`src/rtl/core/rrtc_pkg.sv`:
```
// Package: shared types and constants for the round robin thread carousel.
`default_nettype none
package rrtc_pkg;
    localparam int MAX_THREADS_DEF = 64;
    localparam int SLOT_W = 6;
    localparam int TID_W  = 32;
    localparam int ACT_W  = 3;

    typedef enum logic [ACT_W-1:0] {
        ACT_SET     = 3'd0,
        ACT_SWITCH  = 3'd1,
        ACT_YIELD   = 3'd2,
        ACT_EXIT    = 3'd3,
        ACT_RESTORE = 3'd4
    } action_t;

    typedef struct packed {
        logic [ACT_W-1:0]  action;
        logic [SLOT_W-1:0] slot;
        logic              make_runnable;
        logic [TID_W-1:0]  thread_id;
        logic [TID_W-1:0]  yield_target;
    } in_item_t;

    typedef struct packed {
        logic [SLOT_W-1:0] next_slot;
        logic              switched;
        logic              yield_hit;
        logic              ring_empty;
    } out_item_t;
endpackage
`default_nettype wire

```
`src/rtl/core/rrtc_if.sv`:
```
// Interfaces: valid/ready channels for items, results and configuration.
`default_nettype none
interface rrtc_in_if;
    logic               valid;
    logic               ready;
    rrtc_pkg::in_item_t data;
    modport source (output valid, output data, input ready);
    modport sink (input valid, input data, output ready);
endinterface

interface rrtc_out_if;
    logic                valid;
    logic                ready;
    rrtc_pkg::out_item_t data;
    modport source (output valid, output data, input ready);
    modport sink (input valid, input data, output ready);
endinterface

interface rrtc_cfg_if;
    logic                            valid;
    logic                            ready;
    logic [rrtc_pkg::SLOT_W-1:0]     data;
    modport source (output valid, output data, input ready);
    modport sink (input valid, input data, output ready);
endinterface
`default_nettype wire

```
`src/rtl/core/rrtc_front.sv`:
```
// Front end: takes input transfers and queues them, two entries deep.
`default_nettype none
module rrtc_front (
    input  wire logic          clk,
    input  wire logic          rst_n,
    rrtc_in_if.sink            in_ch,
    output rrtc_pkg::in_item_t q_data,
    output logic               q_valid,
    input  wire logic          q_pop
);
    import rrtc_pkg::*;

    in_item_t   mem_reg [2];
    logic       wptr_reg, rptr_reg;
    logic [1:0] cnt_reg;
    logic       push;

    assign in_ch.ready = (cnt_reg != 2'd2);
    assign push        = in_ch.valid && in_ch.ready;
    assign q_valid     = (cnt_reg != 2'd0);
    assign q_data      = mem_reg[rptr_reg];

    // Storage
    always_ff @(posedge clk)
    begin
        if (push)
        begin
            mem_reg[wptr_reg] <= in_ch.data;
        end
    end

    // Pointers and fill count
    always_ff @(posedge clk or negedge rst_n)
    begin
        if (!rst_n)
        begin
            wptr_reg <= 1'b0;
            rptr_reg <= 1'b0;
            cnt_reg  <= 2'd0;
        end
        else
        begin
            if (push)
            begin
                wptr_reg <= ~wptr_reg;
            end
            if (q_pop)
            begin
                rptr_reg <= ~rptr_reg;
            end
            cnt_reg <= cnt_reg + {1'b0, push} - {1'b0, q_pop};
        end
    end

`ifndef SYNTHESIS
    a_no_underflow: assert property (@(posedge clk) disable iff (!rst_n)
        q_pop |-> q_valid) else $error("pop from empty queue");
    a_no_overflow: assert property (@(posedge clk) disable iff (!rst_n)
        cnt_reg != 2'd3) else $error("queue count out of range");
    a_full_stall: assert property (@(posedge clk) disable iff (!rst_n)
        (cnt_reg == 2'd2) |-> !in_ch.ready) else $error("ready while full");
`endif
endmodule
`default_nettype wire

```
`src/rtl/core/rrtc_back.sv`:
```
// Back end: ring state, sequencer that executes one action at a time.
`default_nettype none
module rrtc_back #(
    parameter int MAX_THREADS = rrtc_pkg::MAX_THREADS_DEF
) (
    input  wire logic                        clk,
    input  wire logic                        rst_n,
    input  wire rrtc_pkg::in_item_t          q_data,
    input  wire logic                        q_valid,
    output logic                             q_pop,
    input  wire logic [rrtc_pkg::SLOT_W-1:0] idle_slot,
    rrtc_out_if.source                       out_ch
);
    import rrtc_pkg::*;

    localparam int IW = $clog2(MAX_THREADS);

    typedef enum logic [8:0] {
        S_IDLE   = 9'b0_0000_0001,
        S_RD     = 9'b0_0000_0010,  // read links of the chosen slot
        S_UNLINK = 9'b0_0000_0100,
        S_LINK   = 9'b0_0000_1000,
        S_SRCH   = 9'b0_0001_0000,  // issue search read
        S_SCMP   = 9'b0_0010_0000,  // compare search data
        S_POP    = 9'b0_0100_0000,
        S_ADV    = 9'b0_1000_0000,  // advance head from the registered next link
        S_DONE   = 9'b1_0000_0000
    } state_t;

    // Link and id memories, registered reads
    logic [IW-1:0]    nxt_mem [MAX_THREADS];
    logic [IW-1:0]    prv_mem [MAX_THREADS];
    logic [TID_W-1:0] tid_mem [MAX_THREADS];
    logic [MAX_THREADS-1:0] run_reg;

    state_t            st_reg;
    in_item_t          it_reg;
    logic [IW-1:0]     head_reg, tgt_reg, start_reg, walk_reg;
    logic              hv_reg, hit_reg;
    logic [SLOT_W-1:0] old_reg, running_reg, truer_reg;
    logic              follow_pop_reg;   // pop after removal (exit)
    logic [IW-1:0]     rd_nxt_reg, rd_prv_reg, hp_reg;
    logic [TID_W-1:0]  rd_tid_reg;
    logic              ov_reg;
    out_item_t         ov_data_reg;

    // Memory access requests
    logic          nw_en, pw_en, tw_en;
    logic [IW-1:0] nw_a, nw_d, pw_a, pw_d, rd_a;

    // Running slot as ring index and membership
    logic          run_in_range, tr_in_range, slot_in_range;
    logic [IW-1:0] run_idx, tr_idx, slot_idx;
    assign run_in_range  = ({26'd0, running_reg} < MAX_THREADS);
    assign tr_in_range   = ({26'd0, truer_reg} < MAX_THREADS);
    assign slot_in_range = ({26'd0, it_reg.slot} < MAX_THREADS);
    assign run_idx  = IW'(running_reg);
    assign tr_idx   = IW'(truer_reg);
    assign slot_idx = IW'(it_reg.slot);

    assign q_pop        = (st_reg == S_IDLE) && q_valid && !ov_reg;
    assign out_ch.valid = ov_reg;
    assign out_ch.data  = ov_data_reg;

    // Memory write/read ports
    always_ff @(posedge clk)
    begin
        if (nw_en)
        begin
            nxt_mem[nw_a] <= nw_d;
        end
        if (pw_en)
        begin
            prv_mem[pw_a] <= pw_d;
        end
        if (tw_en)
        begin
            tid_mem[slot_idx] <= it_reg.thread_id;
        end
        rd_nxt_reg <= nxt_mem[rd_a];
        rd_prv_reg <= prv_mem[rd_a];
        rd_tid_reg <= tid_mem[rd_a];
        hp_reg     <= prv_mem[head_reg];
    end

    state_t            st_next;
    logic [IW-1:0]     head_next, tgt_next, walk_next, start_next;
    logic              hv_next, hit_next, follow_next;
    logic [SLOT_W-1:0] running_next, truer_next;
    logic [MAX_THREADS-1:0] run_next;
    logic              done;

    // Sequencer
    always_comb
    begin
        st_next      = st_reg;
        head_next    = head_reg;
        hv_next      = hv_reg;
        tgt_next     = tgt_reg;
        walk_next    = walk_reg;
        start_next   = start_reg;
        hit_next     = hit_reg;
        follow_next  = follow_pop_reg;
        running_next = running_reg;
        truer_next   = truer_reg;
        run_next     = run_reg;
        nw_en = 1'b0; nw_a = '0; nw_d = '0;
        pw_en = 1'b0; pw_a = '0; pw_d = '0;
        tw_en = 1'b0;
        rd_a  = tgt_reg;
        done  = 1'b0;
        unique case (st_reg)
            S_IDLE:
            begin
                hit_next    = 1'b0;
                follow_next = 1'b0;
                if (q_pop)
                begin
                    st_next = S_DONE;
                    unique case (q_data.action)
                        ACT_SET:
                        begin
                            tgt_next = IW'(q_data.slot);
                            st_next  = S_RD;
                        end
                        ACT_SWITCH:  st_next = S_POP;
                        ACT_YIELD:
                        begin
                            if (hv_reg && q_data.yield_target != '0)
                            begin
                                start_next = (run_in_range && run_reg[run_idx]) ?
                                             run_idx : head_reg;
                                walk_next  = start_next;
                                st_next    = S_SRCH;
                            end
                            else
                            begin
                                st_next = S_POP;
                            end
                        end
                        ACT_EXIT:
                        begin
                            follow_next = 1'b1;
                            tgt_next    = run_idx;
                            st_next     = (run_in_range && run_reg[run_idx]) ?
                                          S_RD : S_POP;
                        end
                        ACT_RESTORE:
                        begin
                            if (truer_reg != running_reg)
                            begin
                                if (tr_in_range && run_reg[tr_idx])
                                begin
                                    head_next = tr_idx;
                                    st_next   = S_POP;
                                end
                                else
                                begin
                                    running_next = truer_reg;
                                end
                            end
                        end
                        default: st_next = S_DONE;
                    endcase
                end
            end
            S_RD:
            begin
                rd_a = tgt_reg;
                if (!follow_pop_reg)
                begin
                    // set action: record id and decide link change
                    tw_en = slot_in_range;
                    if (!slot_in_range)
                    begin
                        st_next = S_DONE;
                    end
                    else if (run_reg[tgt_reg] && !it_reg.make_runnable)
                    begin
                        st_next = S_UNLINK;
                    end
                    else if (!run_reg[tgt_reg] && it_reg.make_runnable)
                    begin
                        st_next = S_LINK;
                    end
                    else
                    begin
                        st_next = S_DONE;
                    end
                end
                else
                begin
                    st_next = S_UNLINK;
                end
            end
            S_UNLINK:
            begin
                // rd_*_reg hold links of tgt
                if (hv_reg && head_reg == tgt_reg)
                begin
                    head_next = rd_nxt_reg;
                    if (rd_nxt_reg == tgt_reg)
                    begin
                        hv_next   = 1'b0;
                        head_next = '0;
                    end
                end
                nw_en = 1'b1; nw_a = rd_prv_reg; nw_d = rd_nxt_reg;
                pw_en = 1'b1; pw_a = rd_nxt_reg; pw_d = rd_prv_reg;
                run_next[tgt_reg] = 1'b0;
                st_next = follow_pop_reg ? S_POP : S_DONE;
            end
            S_LINK:
            begin
                // hp_reg holds prev of head
                run_next[tgt_reg] = 1'b1;
                if (!hv_reg)
                begin
                    head_next = tgt_reg;
                    hv_next   = 1'b1;
                    nw_en = 1'b1; nw_a = tgt_reg; nw_d = tgt_reg;
                    pw_en = 1'b1; pw_a = tgt_reg; pw_d = tgt_reg;
                    st_next = S_DONE;
                end
                else
                begin
                    // first tgt's own links, then the neighbors in S_POP
                    nw_en = 1'b1; nw_a = tgt_reg;  nw_d = head_reg;
                    pw_en = 1'b1; pw_a = tgt_reg;  pw_d = hp_reg;
                    st_next = S_POP;
                    follow_next = 1'b0;
                    walk_next = hp_reg;
                    hit_next  = 1'b1; // marks link fix-up phase
                end
            end
            S_SRCH:
            begin
                rd_a    = walk_reg;
                st_next = S_SCMP;
            end
            S_SCMP:
            begin
                if (rd_tid_reg == it_reg.yield_target)
                begin
                    running_next = SLOT_W'(walk_reg);
                    hit_next     = 1'b1;
                    st_next      = S_DONE;
                end
                else if (rd_nxt_reg == start_reg)
                begin
                    st_next = S_POP;
                end
                else
                begin
                    walk_next = rd_nxt_reg;
                    st_next   = S_SRCH;
                end
            end
            S_POP:
            begin
                if (it_reg.action == ACT_SET)
                begin
                    // link fix-up of an insert
                    nw_en = 1'b1; nw_a = walk_reg; nw_d = tgt_reg;
                    pw_en = 1'b1; pw_a = head_reg; pw_d = tgt_reg;
                    hit_next = 1'b0;
                    st_next  = S_DONE;
                end
                else
                begin
                    // run the head, fetch its next link for the advance
                    rd_a = head_reg;
                    if (hv_reg)
                    begin
                        running_next = SLOT_W'(head_reg);
                        truer_next   = SLOT_W'(head_reg);
                        st_next      = S_ADV;
                    end
                    else
                    begin
                        running_next = idle_slot;
                        truer_next   = idle_slot;
                        st_next      = S_DONE;
                    end
                end
            end
            S_ADV:
            begin
                head_next = rd_nxt_reg;
                st_next   = S_DONE;
            end
            S_DONE:
            begin
                done    = 1'b1;
                st_next = S_IDLE;
            end
            default: st_next = S_IDLE;
        endcase
    end

    // Control state
    always_ff @(posedge clk or negedge rst_n)
    begin
        if (!rst_n)
        begin
            st_reg         <= S_IDLE;
            head_reg       <= '0;
            hv_reg         <= 1'b0;
            running_reg    <= '0;
            truer_reg      <= '0;
            run_reg        <= '0;
            hit_reg        <= 1'b0;
            follow_pop_reg <= 1'b0;
            ov_reg         <= 1'b0;
        end
        else
        begin
            st_reg         <= st_next;
            head_reg       <= head_next;
            hv_reg         <= hv_next;
            running_reg    <= running_next;
            truer_reg      <= truer_next;
            run_reg        <= run_next;
            hit_reg        <= hit_next;
            follow_pop_reg <= follow_next;
            if (done)
            begin
                ov_reg <= 1'b1;
            end
            else if (out_ch.ready)
            begin
                ov_reg <= 1'b0;
            end
        end
    end

    // Payload registers
    always_ff @(posedge clk)
    begin
        tgt_reg   <= tgt_next;
        walk_reg  <= walk_next;
        start_reg <= start_next;
        if (q_pop)
        begin
            it_reg  <= q_data;
            old_reg <= running_reg;
        end
        if (done)
        begin
            ov_data_reg.next_slot  <= running_reg;
            ov_data_reg.switched   <= (running_reg != old_reg);
            ov_data_reg.yield_hit  <= hit_reg && (it_reg.action == ACT_YIELD);
            ov_data_reg.ring_empty <= !hv_reg;
        end
    end

`ifndef SYNTHESIS
    a_onehot: assert property (@(posedge clk) disable iff (!rst_n)
        $onehot(st_reg)) else $error("state not one-hot");
    a_pop_idle: assert property (@(posedge clk) disable iff (!rst_n)
        q_pop |-> st_reg == S_IDLE) else $error("pop while busy");
    a_empty_head: assert property (@(posedge clk) disable iff (!rst_n)
        (run_reg == '0 && st_reg == S_IDLE) |-> !hv_reg) else $error("head valid on empty");
`endif
endmodule
`default_nettype wire

```
`src/rtl/core/round_robin_thread_carousel.sv`:
```
// Top level of the round robin thread carousel.
// Each action runs through the sequencer states; a yield search walks the ring
// through registered link reads, one member at a time.
// Throughput: one item at a time, the next starts after the result transfer;
// the two-entry queue keeps accepting input transfers meanwhile.
// Reset: asynchronous, ring empty, running slot 0, idle slot 0.
`default_nettype none
module round_robin_thread_carousel #(
    parameter int MAX_THREADS = rrtc_pkg::MAX_THREADS_DEF
) (
    input wire logic   clk,
    input wire logic   rst_n,
    rrtc_in_if.sink    in_ch,
    rrtc_out_if.source out_ch,
    rrtc_cfg_if.sink   cfg
);
    import rrtc_pkg::*;

    in_item_t          q_data;
    logic              q_valid, q_pop;
    logic [SLOT_W-1:0] idle_reg;

    assign cfg.ready = 1'b1;

    // Idle slot register
    always_ff @(posedge clk or negedge rst_n)
    begin
        if (!rst_n)
        begin
            idle_reg <= '0;
        end
        else if (cfg.valid)
        begin
            idle_reg <= cfg.data;
        end
    end

    rrtc_front u_front (
        .clk     (clk),
        .rst_n   (rst_n),
        .in_ch   (in_ch),
        .q_data  (q_data),
        .q_valid (q_valid),
        .q_pop   (q_pop)
    );

    rrtc_back #(.MAX_THREADS(MAX_THREADS)) u_back (
        .clk       (clk),
        .rst_n     (rst_n),
        .q_data    (q_data),
        .q_valid   (q_valid),
        .q_pop     (q_pop),
        .idle_slot (idle_reg),
        .out_ch    (out_ch)
    );
endmodule
`default_nettype wire
```
`src/flat_wrapper.sv`:
```
// flat-port wrapper written by rule: the top's interface ports become plain ports
module round_robin_thread_carousel_flat import rrtc_pkg::*;
#(
    parameter int MAX_THREADS = rrtc_pkg::MAX_THREADS_DEF
)
  (clk, rst_n, in_ch_valid, in_ch_data, in_ch_ready, out_ch_valid, out_ch_data, out_ch_ready, cfg_valid, cfg_data, cfg_ready);
  rrtc_in_if in_ch_i ();
  rrtc_out_if out_ch_i ();
  rrtc_cfg_if cfg_i ();
  input wire logic clk;
  input wire logic rst_n;
  input wire logic [$bits(in_ch_i.valid)-1:0] in_ch_valid;
  input wire logic [$bits(in_ch_i.data)-1:0] in_ch_data;
  output wire logic [$bits(in_ch_i.ready)-1:0] in_ch_ready;
  output wire logic [$bits(out_ch_i.valid)-1:0] out_ch_valid;
  output wire logic [$bits(out_ch_i.data)-1:0] out_ch_data;
  input wire logic [$bits(out_ch_i.ready)-1:0] out_ch_ready;
  input wire logic [$bits(cfg_i.valid)-1:0] cfg_valid;
  input wire logic [$bits(cfg_i.data)-1:0] cfg_data;
  output wire logic [$bits(cfg_i.ready)-1:0] cfg_ready;
  assign in_ch_i.valid = in_ch_valid;
  assign in_ch_i.data = in_ch_data;
  assign in_ch_ready = in_ch_i.ready;
  assign out_ch_valid = out_ch_i.valid;
  assign out_ch_data = out_ch_i.data;
  assign out_ch_i.ready = out_ch_ready;
  assign cfg_i.valid = cfg_valid;
  assign cfg_i.data = cfg_data;
  assign cfg_ready = cfg_i.ready;
  round_robin_thread_carousel #(.MAX_THREADS(MAX_THREADS)) u_core (.clk(clk), .rst_n(rst_n), .in_ch(in_ch_i), .out_ch(out_ch_i), .cfg(cfg_i));
endmodule
```
`config.mk`:
```
export PLATFORM = sky130hd
export DESIGN_NAME = round_robin_thread_carousel_flat
export DESIGN_NICKNAME = d
export VERILOG_FILES = /design/src/rtl/core/rrtc_pkg.sv /design/src/rtl/core/rrtc_if.sv /design/src/rtl/core/rrtc_front.sv /design/src/rtl/core/rrtc_back.sv /design/src/rtl/core/round_robin_thread_carousel.sv /design/src/flat_wrapper.sv
export SDC_FILE = /design/constraint.sdc
export NUM_CORES = 2
export LEC_CHECK = 0
export BUFFER_PORTS_ARGS = -buffer_cell sky130_fd_sc_hd__buf_2
export CAP_MARGIN = 25
export CORE_ASPECT_RATIO = 1.4
export CORE_MARGIN = 5
export CORE_UTILIZATION = 35
export DETAILED_ROUTE_END_ITERATION = 10
export GPL_ROUTABILITY_DRIVEN = 0
export PLACE_DENSITY = 0.5
export SLEW_MARGIN = 40
export SYNTH_ARGS = -nofsm -noshare
export SYNTH_HDL_FRONTEND = slang
export SYNTH_SLANG_ARGS = --single-unit
```
`constraint.sdc`:
```
create_clock -name clk -period 7.39 [get_ports clk]
set_clock_uncertainty 0.05 [all_clocks]
set_input_delay 1.478 -clock clk [delete_from_list [all_inputs] [get_ports clk]]
set_output_delay 1.478 -clock clk [all_outputs]
set_load 0.005 [all_outputs]
```
==> flow_metrics.tcl <==
set metrics [dict create \
    dieArea_um2 380000 \
    crit_path_start_kind "register" \
    cts_buffers 332 \
    nFillCells 32675 \
    syn_area_per_cell_um2 18.55 \
    holdWs_ns 0.4441 \
    largest_reg_flops 2048 \
    coreArea_um2 366300 \
    port_buffers 95 \
    yosys_warnings 0 \
    layout-drive-gt1-share_pct 21.92 \
    synthTopCellsByArea "edfxtp_1, mux4_2, mux2i_1" \
    crit_fanout 35 \
    grt_pass1_wl_mm 541.6 \
    end_kind "register" \
    tightest_slew_ns 0.8926 \
    insertion_delay_ns 0.98 \
    hp-class "register to register" \
    chipHeight_um 727.4 \
    cts_hold_buffers 0 \
    initial_core_util_pct 35.13 \
    synth_seq_cells 3226 \
    drv_cap 0 \
    dpl.cell_count 11768 \
    min_from "u_core.u_front.cnt_reg[1]" \
    ys_seq_area_share_pct 74.49 \
    grt_max_degree 106 \
    yosys.area_share.adder_pct 0.03890 \
    cts.repair.resized 0 \
    syn_area_um2 128700 \
    antenna_found_initial 12 \
    top_register "u_core.u_back.tid_mem" \
    p_total_mw 53.00 \
    rows 263 \
    drv_slew 0 \
    routed_wl_mm 386.2 \
    crit_start "u_core.u_back.st_reg[3]" \
    arrival_ns 6.19 \
    grt_pass1_vias 70550 \
    final_cells 12394 \
    cts_root_buf "clkbuf_16" \
    top_regs "u_core.u_back.tid_mem x2048, u_core.u_back.nxt_mem x384, u_core.u_back.prv_mem x384" \
    outcome "complete, no violations" \
    ant_nets 0 \
    leakage_nw 49.06 \
    synth-simple-area-share_pct 3.946 \
    synthCells 6936 \
    synth_flop_cell "edfxtp_1" \
    die_x_um 522.4 \
    tns_ns 0 \
    clock_sinks 3226 \
    wl_per_cell_um 31.16 \
    grt-ovfl-total 0 \
    fmax_mhz 185.6 \
    layout.nets 7295 \
    ioPinCount 97 \
    period_share_pct 72.93 \
    cts_tree "yes" \
    cts_setup_buffers 0 \
    crit_required_ns 8.19 \
    critPathKind "register to register" \
    path_clk_slew_ns 0.06 \
    relSlewSlack_pct 40.49 \
    rsz0062_at_grt "false" \
    timing.final.crit_period_ns 5.389 \
    hold_viol 0 \
    synth_top_family_by_area "multiplexers" \
    first_pass_iters 6 \
    syn_to_final_growth_pct 15.02 \
    h-tree-depth 5 \
    hpwl_mm 239.7 \
    r2r-start "u_core.u_back.st_reg[3]" \
    synth_async_sr_flop_share_pct 3.255 \
    synth_top_cell_area_share_pct 71.67 \
    cts_buffer_depth 4 \
    yosysMostFrequentCell "edfxtp_1" \
    viasPerCell 5.514 \
    grt_usage_pct 19.81 \
    drtIter0Drc 6381 \
    vias 68342 \
    synth_compound_area_share_pct 4.646 \
    synth.mux.area_fraction_pct 14.74 \
    synth_common_cells "edfxtp_1, mux2i_1, mux4_2, nand2_1, nor2_1" \
    syn_nets 7025 \
    peakVddDrop_mv 0.2954 \
    p_per_area_nw_per_um2 358.1 \
    synth_edf_count 3071 \
    setup_viol_count_final 0 \
    yosysUniqueCellTypes 73 \
    drc 0 \
    synth-xor-area-share_pct 0.4493 \
    netlist.top_cell.by_area "edfxtp_1" \
]
-- cells by family (layout without fill, tap and decap cells) --
family / Yosys count / in the layout
flops: 3226 / 3226
mux: 1212 / 1212
simple gates: 1093 / 1093
compound gates: 887 / 887
buf+inv: 447 / 998
xor+xnor: 66 / 66
fa+ha+maj: 4 / 4
other cells: 1 / 6
-- cell type report --
| class | count | area (µm²) | share of cell area, % |
|---|---|---|---|
| antenna | 5 | 12.51 | 0.008454 |
| clock buffer | 418 | 8857 | 5.985 |
| clock inverter | 197 | 2147 | 1.451 |
| inverter | 13 | 48.80 | 0.03297 |
| multi-input combinational | 3263 | 31620 | 21.36 |
| sequential | 3226 | 95860 | 64.77 |
| tap | 4902 | 6133 | 4.144 |
| timing repair buffer | 370 | 3314 | 2.240 |
-- worst paths after layout --
kind / to / slack [ns] / cells past startpoint
worst max-delay path: u_core.u_back.rd_tid_reg[6] / 2.00 / 11
worst min-delay path: u_core.u_front.cnt_reg[1] / 0.44 / 1
worst max register to register: u_core.u_back.rd_tid_reg[6] / 2.00 / 11
worst min register to register: u_core.u_front.cnt_reg[1] / 0.44 / 1
max in group asynchronous: u_core.u_front.rptr_reg / 5.67 / 2
min in group asynchronous: u_core.u_back.head_reg[4] / 0.46 / 1
-- worst max-delay path: stages (launching register included) --
cell and delay, ns:
dfrtp_1 0.47, or4_1 0.74, nor3_2 0.57, a32oi_1 0.29, nand2_8 0.49, buf_4 0.40, buf_4 0.42, mux2i_1 0.24
o22ai_1 0.11, or4_1 0.60, a211oi_1 0.67, o31ai_1 0.15
-- layout by cell type, fill, tap and decap left out, types with 46 or more instances in the layout --
master,count
mux2i_1,581
o31ai_1,109
edfxtp_1,3071
buf_4,203
clkbuf_1,69
nand2_1,459
mux2_2,94
a22oi_1,61
nand4_1,48
buf_2,95
dfxtp_1,50
nand3_1,70
clkbuf_16,337
mux4_2,537
xnor2_1,52
nor2_4,67
dfrtp_1,98
or4_1,46
a21oi_1,160
clkinv_2,52
a22o_1,51
nor2_1,193
o21ai_0,116
o22ai_1,208
clkinv_1,68
-- routing by layer --
metal	GRT usage, %	routed length (µm)	vias up
met5	0	0	-
met4	7.386	16100	0
met3	2.458	19080	631
met2	35.48	201800	2259
met1	24.47	149200	36571
li1	-	-	28881
-- metrics by stage --
| step | area (µm²) | util [%] | setup slack (ns) |
|---|---|---|---|
| final | 148000 | 40.41 | 2.001 |
| after global placement | 135900 | 37.11 | 0.5839 |
| after floorplan | 128700 | - | 1.510 |
| after global routing | 148000 | 40.41 | 1.746 |
| after detailed placement | 136800 | 37.35 | 1.882 |
| after CTS | 147800 | 40.36 | 1.874 |
-- power by group --
part	switching [mW]	total [mW]	leakage, nW	internal (mW)
clock network	7.35	17.1	5.34	9.77
registers	0.917	23.6	31.2	22.7
logic	8.42	12.3	12.5	3.86
Power figures use the tool's default switching activity.
